===== config.mk =====
export PLATFORM = sky130hd
export DESIGN_NAME = led_color_crossfade_top
export DESIGN_NICKNAME = d
export VERILOG_FILES = /design/src/rtl/lcf_pkg.sv /design/src/rtl/led_color_crossfade_top.sv /design/src/rtl/lcf_front.sv /design/src/rtl/lcf_queue.sv /design/src/rtl/lcf_back.sv
export SDC_FILE = /design/constraint.sdc
export NUM_CORES = 1
export LEC_CHECK = 0
export BUFFER_PORTS_ARGS = -buffer_cell sky130_fd_sc_hd__buf_2
export CAP_MARGIN = 10
export CORE_ASPECT_RATIO = 0.7
export CORE_UTILIZATION = 50
export CTS_CLUSTER_SIZE = 14
export DETAILED_ROUTE_END_ITERATION = 16
export PLACE_DENSITY_LB_ADDON = 0.05
export SLEW_MARGIN = 25
export SYNTH_ARGS = -nofsm -noshare
export SYNTH_HDL_FRONTEND = slang
export SYNTH_SLANG_ARGS = --single-unit
export TNS_END_PERCENT = 20

===== constraint.sdc =====
create_clock -name clk -period 13.1 [get_ports clk]
set_input_delay 2.62 -clock clk [delete_from_list [all_inputs] [get_ports clk]]
set_output_delay 2.62 -clock clk [all_outputs]
set_load 0.05 [all_outputs]

===== src/rtl/lcf_pkg.sv =====
// Shared constants and payload types for the LED colour cross-fade block.
package lcf_pkg;

  // Strip size and fade length
  localparam int unsigned PIXEL_COUNT = 16;
  localparam int unsigned FADE_STEPS  = 21;

  // Frame period after reset, in microseconds (about 60 Hz)
  localparam logic [31:0] PERIOD_RESET = 32'd16666;

  // Fade step counter: 0 .. FADE_STEPS-1 blend, FADE_STEPS exact target, then idle
  localparam int unsigned STEP_W = $clog2(FADE_STEPS + 2);
  localparam logic [STEP_W-1:0] STEP_LAST = STEP_W'(FADE_STEPS);
  localparam logic [STEP_W-1:0] STEP_IDLE = STEP_W'(FADE_STEPS + 1);

  // Remainder of a division by FADE_STEPS
  localparam int unsigned REM_W = $clog2(FADE_STEPS + 1);

  // Reciprocal of FADE_STEPS for the constant division
  localparam int unsigned RECIP_SHIFT = 16;
  localparam int unsigned RECIP = (2 ** RECIP_SHIFT + FADE_STEPS - 1) / FADE_STEPS;

  // Pixel counter
  localparam int unsigned PIX_W = (PIXEL_COUNT > 1) ? $clog2(PIXEL_COUNT) : 1;
  localparam logic [PIX_W-1:0] PIX_LAST = PIX_W'(PIXEL_COUNT - 1);

  // Frame queue between front and back
  localparam int unsigned QUEUE_DEPTH = 2;
  localparam int unsigned QPTR_W = (QUEUE_DEPTH > 1) ? $clog2(QUEUE_DEPTH) : 1;
  localparam int unsigned QCNT_W = $clog2(QUEUE_DEPTH + 1);

  // Request kinds
  localparam logic KIND_TICK  = 1'b0;
  localparam logic KIND_COLOR = 1'b1;

  typedef struct packed {
    logic        kind;
    logic [31:0] timestamp_us;
    logic [23:0] new_color;
  } lcf_in_t;

  typedef struct packed {
    logic [3:0] pixel_index;
    logic [7:0] red;
    logic [7:0] green;
    logic [7:0] blue;
    logic       last_pixel;
  } lcf_out_t;

  // One frame to be painted: the colour for every pixel
  typedef struct packed {
    logic        valid;
    logic [23:0] color;
  } lcf_frame_t;

endpackage


===== src/rtl/led_color_crossfade_top.sv =====
// Top level of the LED colour cross-fade block: front end, frame queue and pixel sequencer.
// One request is taken every clock cycle while the two-entry frame queue has room: a
// colour request arms a fade, a tick that finds a frame due works out the frame colour in
// the same cycle and queues it. The pixel sequencer then emits one result per cycle while
// the output is taken, for each of the 16 pixels, and takes the next frame from the queue
// once the last pixel is loaded; the input stalls only while two frames wait there.
// Results stay in the output register until taken, independent of the input side.
module led_color_crossfade_top (
  input  logic              clk,
  input  logic              rst_n,
  input  logic              in_valid,
  output logic              in_ready,
  input  lcf_pkg::lcf_in_t  in_item,
  output logic              out_valid,
  input  logic              out_ready,
  output lcf_pkg::lcf_out_t out_item,
  input  logic              cfg_we,
  input  logic [31:0]       cfg_wdata
);

  lcf_pkg::lcf_frame_t push;
  lcf_pkg::lcf_frame_t head;
  logic                q_full;
  logic                pop;

  lcf_front u_front (
    .clk       (clk),
    .rst_n     (rst_n),
    .in_valid  (in_valid),
    .in_ready  (in_ready),
    .in_item   (in_item),
    .cfg_we    (cfg_we),
    .cfg_wdata (cfg_wdata),
    .q_full    (q_full),
    .push      (push)
  );

  lcf_queue u_queue (
    .clk   (clk),
    .rst_n (rst_n),
    .push  (push),
    .full  (q_full),
    .pop   (pop),
    .head  (head)
  );

  lcf_back u_back (
    .clk       (clk),
    .rst_n     (rst_n),
    .head      (head),
    .pop       (pop),
    .out_valid (out_valid),
    .out_ready (out_ready),
    .out_item  (out_item)
  );

  // Frames only come from accepted ticks and never land in a full queue
  a_push_tick : assert property (@(posedge clk) disable iff (!rst_n)
    push.valid |-> (in_valid && in_ready && in_item.kind == lcf_pkg::KIND_TICK && !q_full))
    else $error("frame queued without an accepted tick or into a full queue");

  // The sequencer only takes a frame that is there
  a_pop_head : assert property (@(posedge clk) disable iff (!rst_n)
    pop |-> head.valid)
    else $error("frame taken from an empty queue");

  // The last pixel flag marks the final pixel index
  a_last_pixel : assert property (@(posedge clk) disable iff (!rst_n)
    (out_valid && out_item.last_pixel) |-> (out_item.pixel_index == 4'(lcf_pkg::PIXEL_COUNT - 1)))
    else $error("last pixel flag on the wrong pixel");

endmodule


===== src/rtl/lcf_front.sv =====
// Front end: takes requests, decides frame timing and steps the fade per channel.
module lcf_front (
  input  logic                clk,
  input  logic                rst_n,
  input  logic                in_valid,
  output logic                in_ready,
  input  lcf_pkg::lcf_in_t    in_item,
  input  logic                cfg_we,
  input  logic [31:0]         cfg_wdata,
  input  logic                q_full,
  output lcf_pkg::lcf_frame_t push
);

  typedef struct packed {
    logic signed [8:0]              q;
    logic [lcf_pkg::REM_W-1:0]      r;
  } lcf_acc_t;

  // Floor division of a channel difference by the fade length
  function automatic lcf_acc_t divmod_steps(input logic signed [8:0] d);
    logic [7:0]  mag;
    logic [24:0] prod;
    logic [7:0]  qm;
    logic [7:0]  rm;
    lcf_acc_t    res;
    mag  = d[8] ? 8'(-d) : d[7:0];
    prod = 25'(mag) * 25'(lcf_pkg::RECIP);
    qm   = 8'(prod >> lcf_pkg::RECIP_SHIFT);
    rm   = mag - 8'(16'(qm) * 16'(lcf_pkg::FADE_STEPS));
    if (!d[8]) begin
      res.q = $signed({1'b0, qm});
      res.r = lcf_pkg::REM_W'(rm);
    end else if (rm == 8'd0) begin
      res.q = -$signed({1'b0, qm});
      res.r = '0;
    end else begin
      res.q = -$signed({1'b0, qm}) - 9'sd1;
      res.r = lcf_pkg::REM_W'(8'(lcf_pkg::FADE_STEPS) - rm);
    end
    return res;
  endfunction

  // Move quotient and remainder on by one step of the difference
  function automatic lcf_acc_t advance_step(input lcf_acc_t acc, input lcf_acc_t inc);
    logic [lcf_pkg::REM_W:0] rsum;
    logic signed [9:0]       qsum;
    lcf_acc_t                res;
    rsum = {1'b0, acc.r} + {1'b0, inc.r};
    qsum = 10'(acc.q) + 10'(inc.q);
    if (rsum >= (lcf_pkg::REM_W + 1)'(lcf_pkg::FADE_STEPS)) begin
      rsum = rsum - (lcf_pkg::REM_W + 1)'(lcf_pkg::FADE_STEPS);
      qsum = qsum + 10'sd1;
    end
    res.q = qsum[8:0];
    res.r = rsum[lcf_pkg::REM_W-1:0];
    return res;
  endfunction

  logic [31:0]                period_r,  period_nxt;
  logic [31:0]                last_r,    last_nxt;
  logic                       pending_r, pending_nxt;
  logic [lcf_pkg::STEP_W-1:0] step_r,    step_nxt;
  logic [23:0]                target_r,  target_nxt;
  logic [23:0]                shown_r,   shown_nxt;
  logic [7:0]                 start_r [3];
  logic [7:0]                 start_nxt [3];
  lcf_acc_t                   acc_r [3];
  lcf_acc_t                   acc_nxt [3];
  lcf_acc_t                   inc_r [3];
  lcf_acc_t                   inc_nxt [3];

  logic                       accept;
  logic                       tick_acc;
  logic                       color_acc;
  logic [31:0]                diff;
  logic                       due;
  logic                       latch;
  logic [lcf_pkg::STEP_W-1:0] eff_step;
  logic                       step_run;
  logic                       step_end;
  logic                       emit;
  logic [23:0]                frame_color;
  logic signed [8:0]          diff_ch [3];
  lcf_acc_t                   div_ch [3];
  lcf_acc_t                   adv_ch [3];
  logic [7:0]                 blend_ch [3];

  // Classify the request and decide whether a frame is due
  assign in_ready  = !q_full;
  assign accept    = in_valid && in_ready;
  assign tick_acc  = accept && (in_item.kind == lcf_pkg::KIND_TICK);
  assign color_acc = accept && (in_item.kind == lcf_pkg::KIND_COLOR);
  assign diff      = in_item.timestamp_us - last_r;
  assign due       = tick_acc && (diff != 32'd0) && (diff >= period_r);
  assign latch     = due && pending_r;
  assign eff_step  = latch ? '0 : step_r;
  assign step_run  = eff_step < lcf_pkg::STEP_LAST;
  assign step_end  = eff_step == lcf_pkg::STEP_LAST;
  assign emit      = due && (step_run || step_end);

  // Per channel blend, fade set-up and step advance
  always_comb begin
    for (int c = 0; c < 3; c++) begin
      diff_ch[c]  = $signed({1'b0, target_r[8*c +: 8]}) - $signed({1'b0, shown_r[8*c +: 8]});
      div_ch[c]   = divmod_steps(diff_ch[c]);
      adv_ch[c]   = advance_step(acc_r[c], inc_r[c]);
      blend_ch[c] = 8'($signed({2'b00, start_r[c]}) + $signed({acc_r[c].q[8], acc_r[c].q}));
      if (step_end) begin
        frame_color[8*c +: 8] = target_r[8*c +: 8];
      end else if (latch) begin
        frame_color[8*c +: 8] = shown_r[8*c +: 8];
      end else begin
        frame_color[8*c +: 8] = blend_ch[c];
      end
      start_nxt[c] = start_r[c];
      acc_nxt[c]   = acc_r[c];
      inc_nxt[c]   = inc_r[c];
      if (latch) begin
        start_nxt[c] = shown_r[8*c +: 8];
        acc_nxt[c]   = div_ch[c];
        inc_nxt[c]   = div_ch[c];
      end else if (due && step_run) begin
        acc_nxt[c] = adv_ch[c];
      end
    end
  end

  // Update timing, fade control and the shown colour
  always_comb begin
    period_nxt  = cfg_we ? cfg_wdata : period_r;
    last_nxt    = due ? in_item.timestamp_us : last_r;
    target_nxt  = color_acc ? in_item.new_color : target_r;
    shown_nxt   = emit ? frame_color : shown_r;
    pending_nxt = pending_r;
    if (color_acc) begin
      pending_nxt = 1'b1;
    end else if (latch) begin
      pending_nxt = 1'b0;
    end
    step_nxt = step_r;
    if (due) begin
      if (step_run) begin
        step_nxt = eff_step + 1'b1;
      end else if (step_end) begin
        step_nxt = lcf_pkg::STEP_IDLE;
      end
    end
  end

  // Hand each frame to the queue
  assign push.valid = emit;
  assign push.color = frame_color;

  // Control and colour state
  always_ff @(posedge clk) begin
    if (!rst_n) begin
      period_r  <= lcf_pkg::PERIOD_RESET;
      last_r    <= '0;
      pending_r <= 1'b0;
      step_r    <= lcf_pkg::STEP_IDLE;
      target_r  <= '0;
      shown_r   <= '0;
    end else begin
      period_r  <= period_nxt;
      last_r    <= last_nxt;
      pending_r <= pending_nxt;
      step_r    <= step_nxt;
      target_r  <= target_nxt;
      shown_r   <= shown_nxt;
    end
  end

  // Fade arithmetic, only read once a fade has been set up
  always_ff @(posedge clk) begin
    for (int c = 0; c < 3; c++) begin
      start_r[c] <= start_nxt[c];
      acc_r[c]   <= acc_nxt[c];
      inc_r[c]   <= inc_nxt[c];
    end
  end

endmodule


===== src/rtl/lcf_queue.sv =====
// Short frame queue between the front end and the pixel sequencer.
module lcf_queue (
  input  logic                clk,
  input  logic                rst_n,
  input  lcf_pkg::lcf_frame_t push,
  output logic                full,
  input  logic                pop,
  output lcf_pkg::lcf_frame_t head
);

  logic [23:0]                entry_r [lcf_pkg::QUEUE_DEPTH];
  logic [lcf_pkg::QPTR_W-1:0] wr_r, wr_nxt;
  logic [lcf_pkg::QPTR_W-1:0] rd_r, rd_nxt;
  logic [lcf_pkg::QCNT_W-1:0] cnt_r, cnt_nxt;

  function automatic logic [lcf_pkg::QPTR_W-1:0] ptr_inc(input logic [lcf_pkg::QPTR_W-1:0] p);
    return (p == lcf_pkg::QPTR_W'(lcf_pkg::QUEUE_DEPTH - 1)) ? '0 : p + 1'b1;
  endfunction

  assign full       = cnt_r == lcf_pkg::QCNT_W'(lcf_pkg::QUEUE_DEPTH);
  assign head.valid = cnt_r != '0;
  assign head.color = entry_r[rd_r];

  // Advance pointers and fill count
  always_comb begin
    wr_nxt  = push.valid ? ptr_inc(wr_r) : wr_r;
    rd_nxt  = pop ? ptr_inc(rd_r) : rd_r;
    cnt_nxt = cnt_r;
    if (push.valid && !pop) begin
      cnt_nxt = cnt_r + 1'b1;
    end else if (pop && !push.valid) begin
      cnt_nxt = cnt_r - 1'b1;
    end
  end

  always_ff @(posedge clk) begin
    if (!rst_n) begin
      wr_r  <= '0;
      rd_r  <= '0;
      cnt_r <= '0;
    end else begin
      wr_r  <= wr_nxt;
      rd_r  <= rd_nxt;
      cnt_r <= cnt_nxt;
    end
  end

  // Store the frame colour
  always_ff @(posedge clk) begin
    if (push.valid) begin
      entry_r[wr_r] <= push.color;
    end
  end

endmodule


===== src/rtl/lcf_back.sv =====
// Back end: paints each queued frame as one result per pixel into an output register.
module lcf_back (
  input  logic                clk,
  input  logic                rst_n,
  input  lcf_pkg::lcf_frame_t head,
  output logic                pop,
  output logic                out_valid,
  input  logic                out_ready,
  output lcf_pkg::lcf_out_t   out_item
);

  logic                        active_r,    active_nxt;
  logic [lcf_pkg::PIX_W-1:0]   pix_r,       pix_nxt;
  logic [23:0]                 color_r,     color_nxt;
  logic                        out_valid_r, out_valid_nxt;
  lcf_pkg::lcf_out_t           out_item_r,  out_item_nxt;
  logic                        load;
  logic                        pix_last;

  assign pop      = !active_r && head.valid;
  assign load     = active_r && (!out_valid_r || out_ready);
  assign pix_last = pix_r == lcf_pkg::PIX_LAST;

  // Take a frame, then step through the pixels as the output register frees up
  always_comb begin
    active_nxt    = active_r;
    pix_nxt       = pix_r;
    color_nxt     = color_r;
    out_item_nxt  = out_item_r;
    out_valid_nxt = out_valid_r;
    if (pop) begin
      active_nxt = 1'b1;
      pix_nxt    = '0;
      color_nxt  = head.color;
    end
    if (load) begin
      out_item_nxt.pixel_index = 4'(pix_r);
      out_item_nxt.red         = color_r[23:16];
      out_item_nxt.green       = color_r[15:8];
      out_item_nxt.blue        = color_r[7:0];
      out_item_nxt.last_pixel  = pix_last;
      out_valid_nxt            = 1'b1;
      pix_nxt                  = pix_r + 1'b1;
      if (pix_last) begin
        active_nxt = 1'b0;
      end
    end else if (out_ready) begin
      out_valid_nxt = 1'b0;
    end
  end

  always_ff @(posedge clk) begin
    if (!rst_n) begin
      active_r    <= 1'b0;
      out_valid_r <= 1'b0;
    end else begin
      active_r    <= active_nxt;
      out_valid_r <= out_valid_nxt;
    end
  end

  // Hold pixel payload
  always_ff @(posedge clk) begin
    pix_r      <= pix_nxt;
    color_r    <= color_nxt;
    out_item_r <= out_item_nxt;
  end

  assign out_valid = out_valid_r;
  assign out_item  = out_item_r;

endmodule

==> results.json <==
{
  "critical_path_class": "flip-flop to flip-flop",
  "cp-end-kind": "flip-flop",
  "grt_pass1_vias": 17500,
  "start_kind": "flip-flop",
  "via_per_inst": 5.55,
  "critPathMaxStageDelay_ns": 0.72,
  "cts_made_buffers": 36,
  "grt_first_pass_wirelength_um": 93900,
  "synth_area_leaders": "edfxtp_1 25%, ha_1 16%, dfxtp_1 10%",
  "finalNetCount": 3107,
  "crit_buf_inv": 3,
  "reg2reg_depth": 36,
  "cts.sinks": 331,
  "required_ns": 13.37,
  "drt-pass1-iter-count": 6,
  "period_needed_ns": 10.80,
  "grt_max_degree": 80,
  "utilization_pct": 56.0,
  "period_share_pct": 82.4,
  "run_status": "completed",
  "hold_violations": 0,
  "maxCapViolations": 0,
  "die-area_um2": 50400,
  "wire_per_inst_um": 17.6,
  "most-common-layout-cells": "322 x ha_1, 255 x inv_1, 222 x nor2_1",
  "globalRoute.totalOverflow": 0,
  "ys_types": 110,
  "ctsHoldBuffers": 0,
  "start_util_pct": 51.2,
  "synthFlopType": "edfxtp_1",
  "die_h_um": 188,
  "die_w_um": 268,
  "routed_wl_um": 58600,
  "finalSetupViolations": 0,
  "syn_area_um2": 24800,
  "syn-mean-instance-area_um2": 9.69,
  "portBuffers": 124,
  "timing.fmax_mhz": 92.6,
  "async_flop_share_pct": 0,
  "report.final.slew_viol_count": 0,
  "syn_inst": 2556,
  "post_cts_resized": 0,
  "layout_commonest_cell": "ha_1",
  "layout-drive-gt1-share_pct": 10.6,
  "clk_latency_ns": 0.53,
  "min_path_type": "flip-flop to flip-flop",
  "syn_nets": 3012,
  "path_depth": 36,
  "path_clk_slew_ns": 0.06,
  "row_count": 67,
  "tightest_slew_ns": 0.990,
  "clock_path_buffers": 3,
  "core_area_um2": 48400,
  "n_antenna_cell": 0,
  "grt_setup_unrepaired": "false",
  "crit_top_cell": "ha_1",
  "vias": 18500,
  "worstPathArrival_ns": 11.07,
  "crit_family": "adder cells",
  "ant_nets": 0,
  "seq_area_frac_synth_pct": 35.1,
  "yosysTopAreaCell": "edfxtp_1",
  "track_usage_pct": 23.3,
  "postCtsSetupBuffers": 0,
  "gp_congestion": 0.936,
  "synthToLayoutAreaGrowth_pct": 9.34,
  "antenna_found_initial": 2,
  "ys_ff_latch": 331,
  "io_pins": 125,
  "synth_edf_count": 207,
  "htree_levels": 2,
  "cts-root-buf": "clkbuf_16",
  "cts_tree": "yes",
  "post_dp_cell_area_um2": 26000,
  "skew_ns": 0.0136,
  "yosysWarnings": 0,
  "hold_depth": 0,
  "dp.final_hpwl_um": 45200,
  "worstPathMaxFanout": 11,
  "finish.instance_area_um2": 27100,
  "relSlewSlack_pct": 33.9,
  "drt_iter0_drc": 1609,
  "slowest_stage": "a21oi_1",
  "drcViolationCount": 0,
  "fin_setup_tns_ns": 0,
  "synth.top_cell.area_share_pct": 25.1
}
-- final timing paths --
kind / start / endpoint / slack [ns]
worst max-delay path: u_front.shown_r[16]$_SDFFE_PN0P_ / u_front.acc_r[0][35]$_DFFE_PP_ / 2.30
worst min-delay path: u_back.color_r[11]$_DFFE_PP_ / u_back.out_item[12]$_DFFE_PP_ / 0.42
worst max register to register: u_front.shown_r[16]$_SDFFE_PN0P_ / u_front.acc_r[0][35]$_DFFE_PP_ / 2.30
worst min register to register: u_back.color_r[11]$_DFFE_PP_ / u_back.out_item[12]$_DFFE_PP_ / 0.42
-- kinds of logic (layout without fill, tap and decap cells) --
group	after synthesis	in the layout	synth area share, %
AOI/OAI and AO/OA	566	566	14.9
xor gates and xnor gates	195	195	7.32
adders and majority gates	362	362	19.5
buffers and inverters	337	459	5.37
DFF	331	331	35.1
muxes	130	130	5.53
and+or+nand+nor	635	635	12.2
-- through the flow --
stage	worst slack [ns]	instances	hold slack [ns]
floorplan	3.91	2556	0.400
global placement	2.75	3268	0.401
detailed placement	2.46	3268	0.405
CTS	2.39	3333	0.420
global route	1.60	3333	0.422
finish	2.30	3333	0.416
-- area by class of cell --
type	count	area, µm²
Timing Repair Buffer	136	713
Clock inverter	18	164
Sequential cell	331	8700
Inverter	258	973
Tap cell	655	820
Multi-Input combinational cell	1888	14800
Clock buffer	47	952
Fill cell	4324	21300
-- synthesized netlist by cell type, drive strengths merged (18+ instances only) --
library cell,count
nor2,223
xnor2,125
dfxtp,124
a21oi,201
nand2,170
o21a,29
o21ai,95
fa,40
o21bai,29
inv,257
o31ai,31
mux2,42
and2,20
edfxtp,207
a211oi,22
clkbuf,51
buf,28
xor2,66
nor3,33
or2,18
a21o,63
nand3,54
ha,322
mux2i,88
-- registers in the layout, summed over array words and instances, names as in the netlist, 29 cells and up --
name / count
u_queue.entry_r: 48
u_front.period_r: 32
u_front.last_r: 32
u_back.out_item: 29
u_front.inc_r: 39
u_front.acc_r: 39
-- routing by layer --
metal | wire length [µm] | vias up | GRT usage [%] | part of all wire [%]
li1 | - | 9250 | - | -
met2 | 23200 | 472 | 32.5 | 40
met4 | 759 | 0 | 4.13 | 1.3
met5 | 0 | - | 0 | 0
met3 | 3240 | 59 | 3.06 | 5.5
met1 | 31400 | 8725 | 37.9 | 54
Power is left out: the tool's default activity adds up to more than one toggle a clock period on the data nets, which glitch-free logic cannot reach.
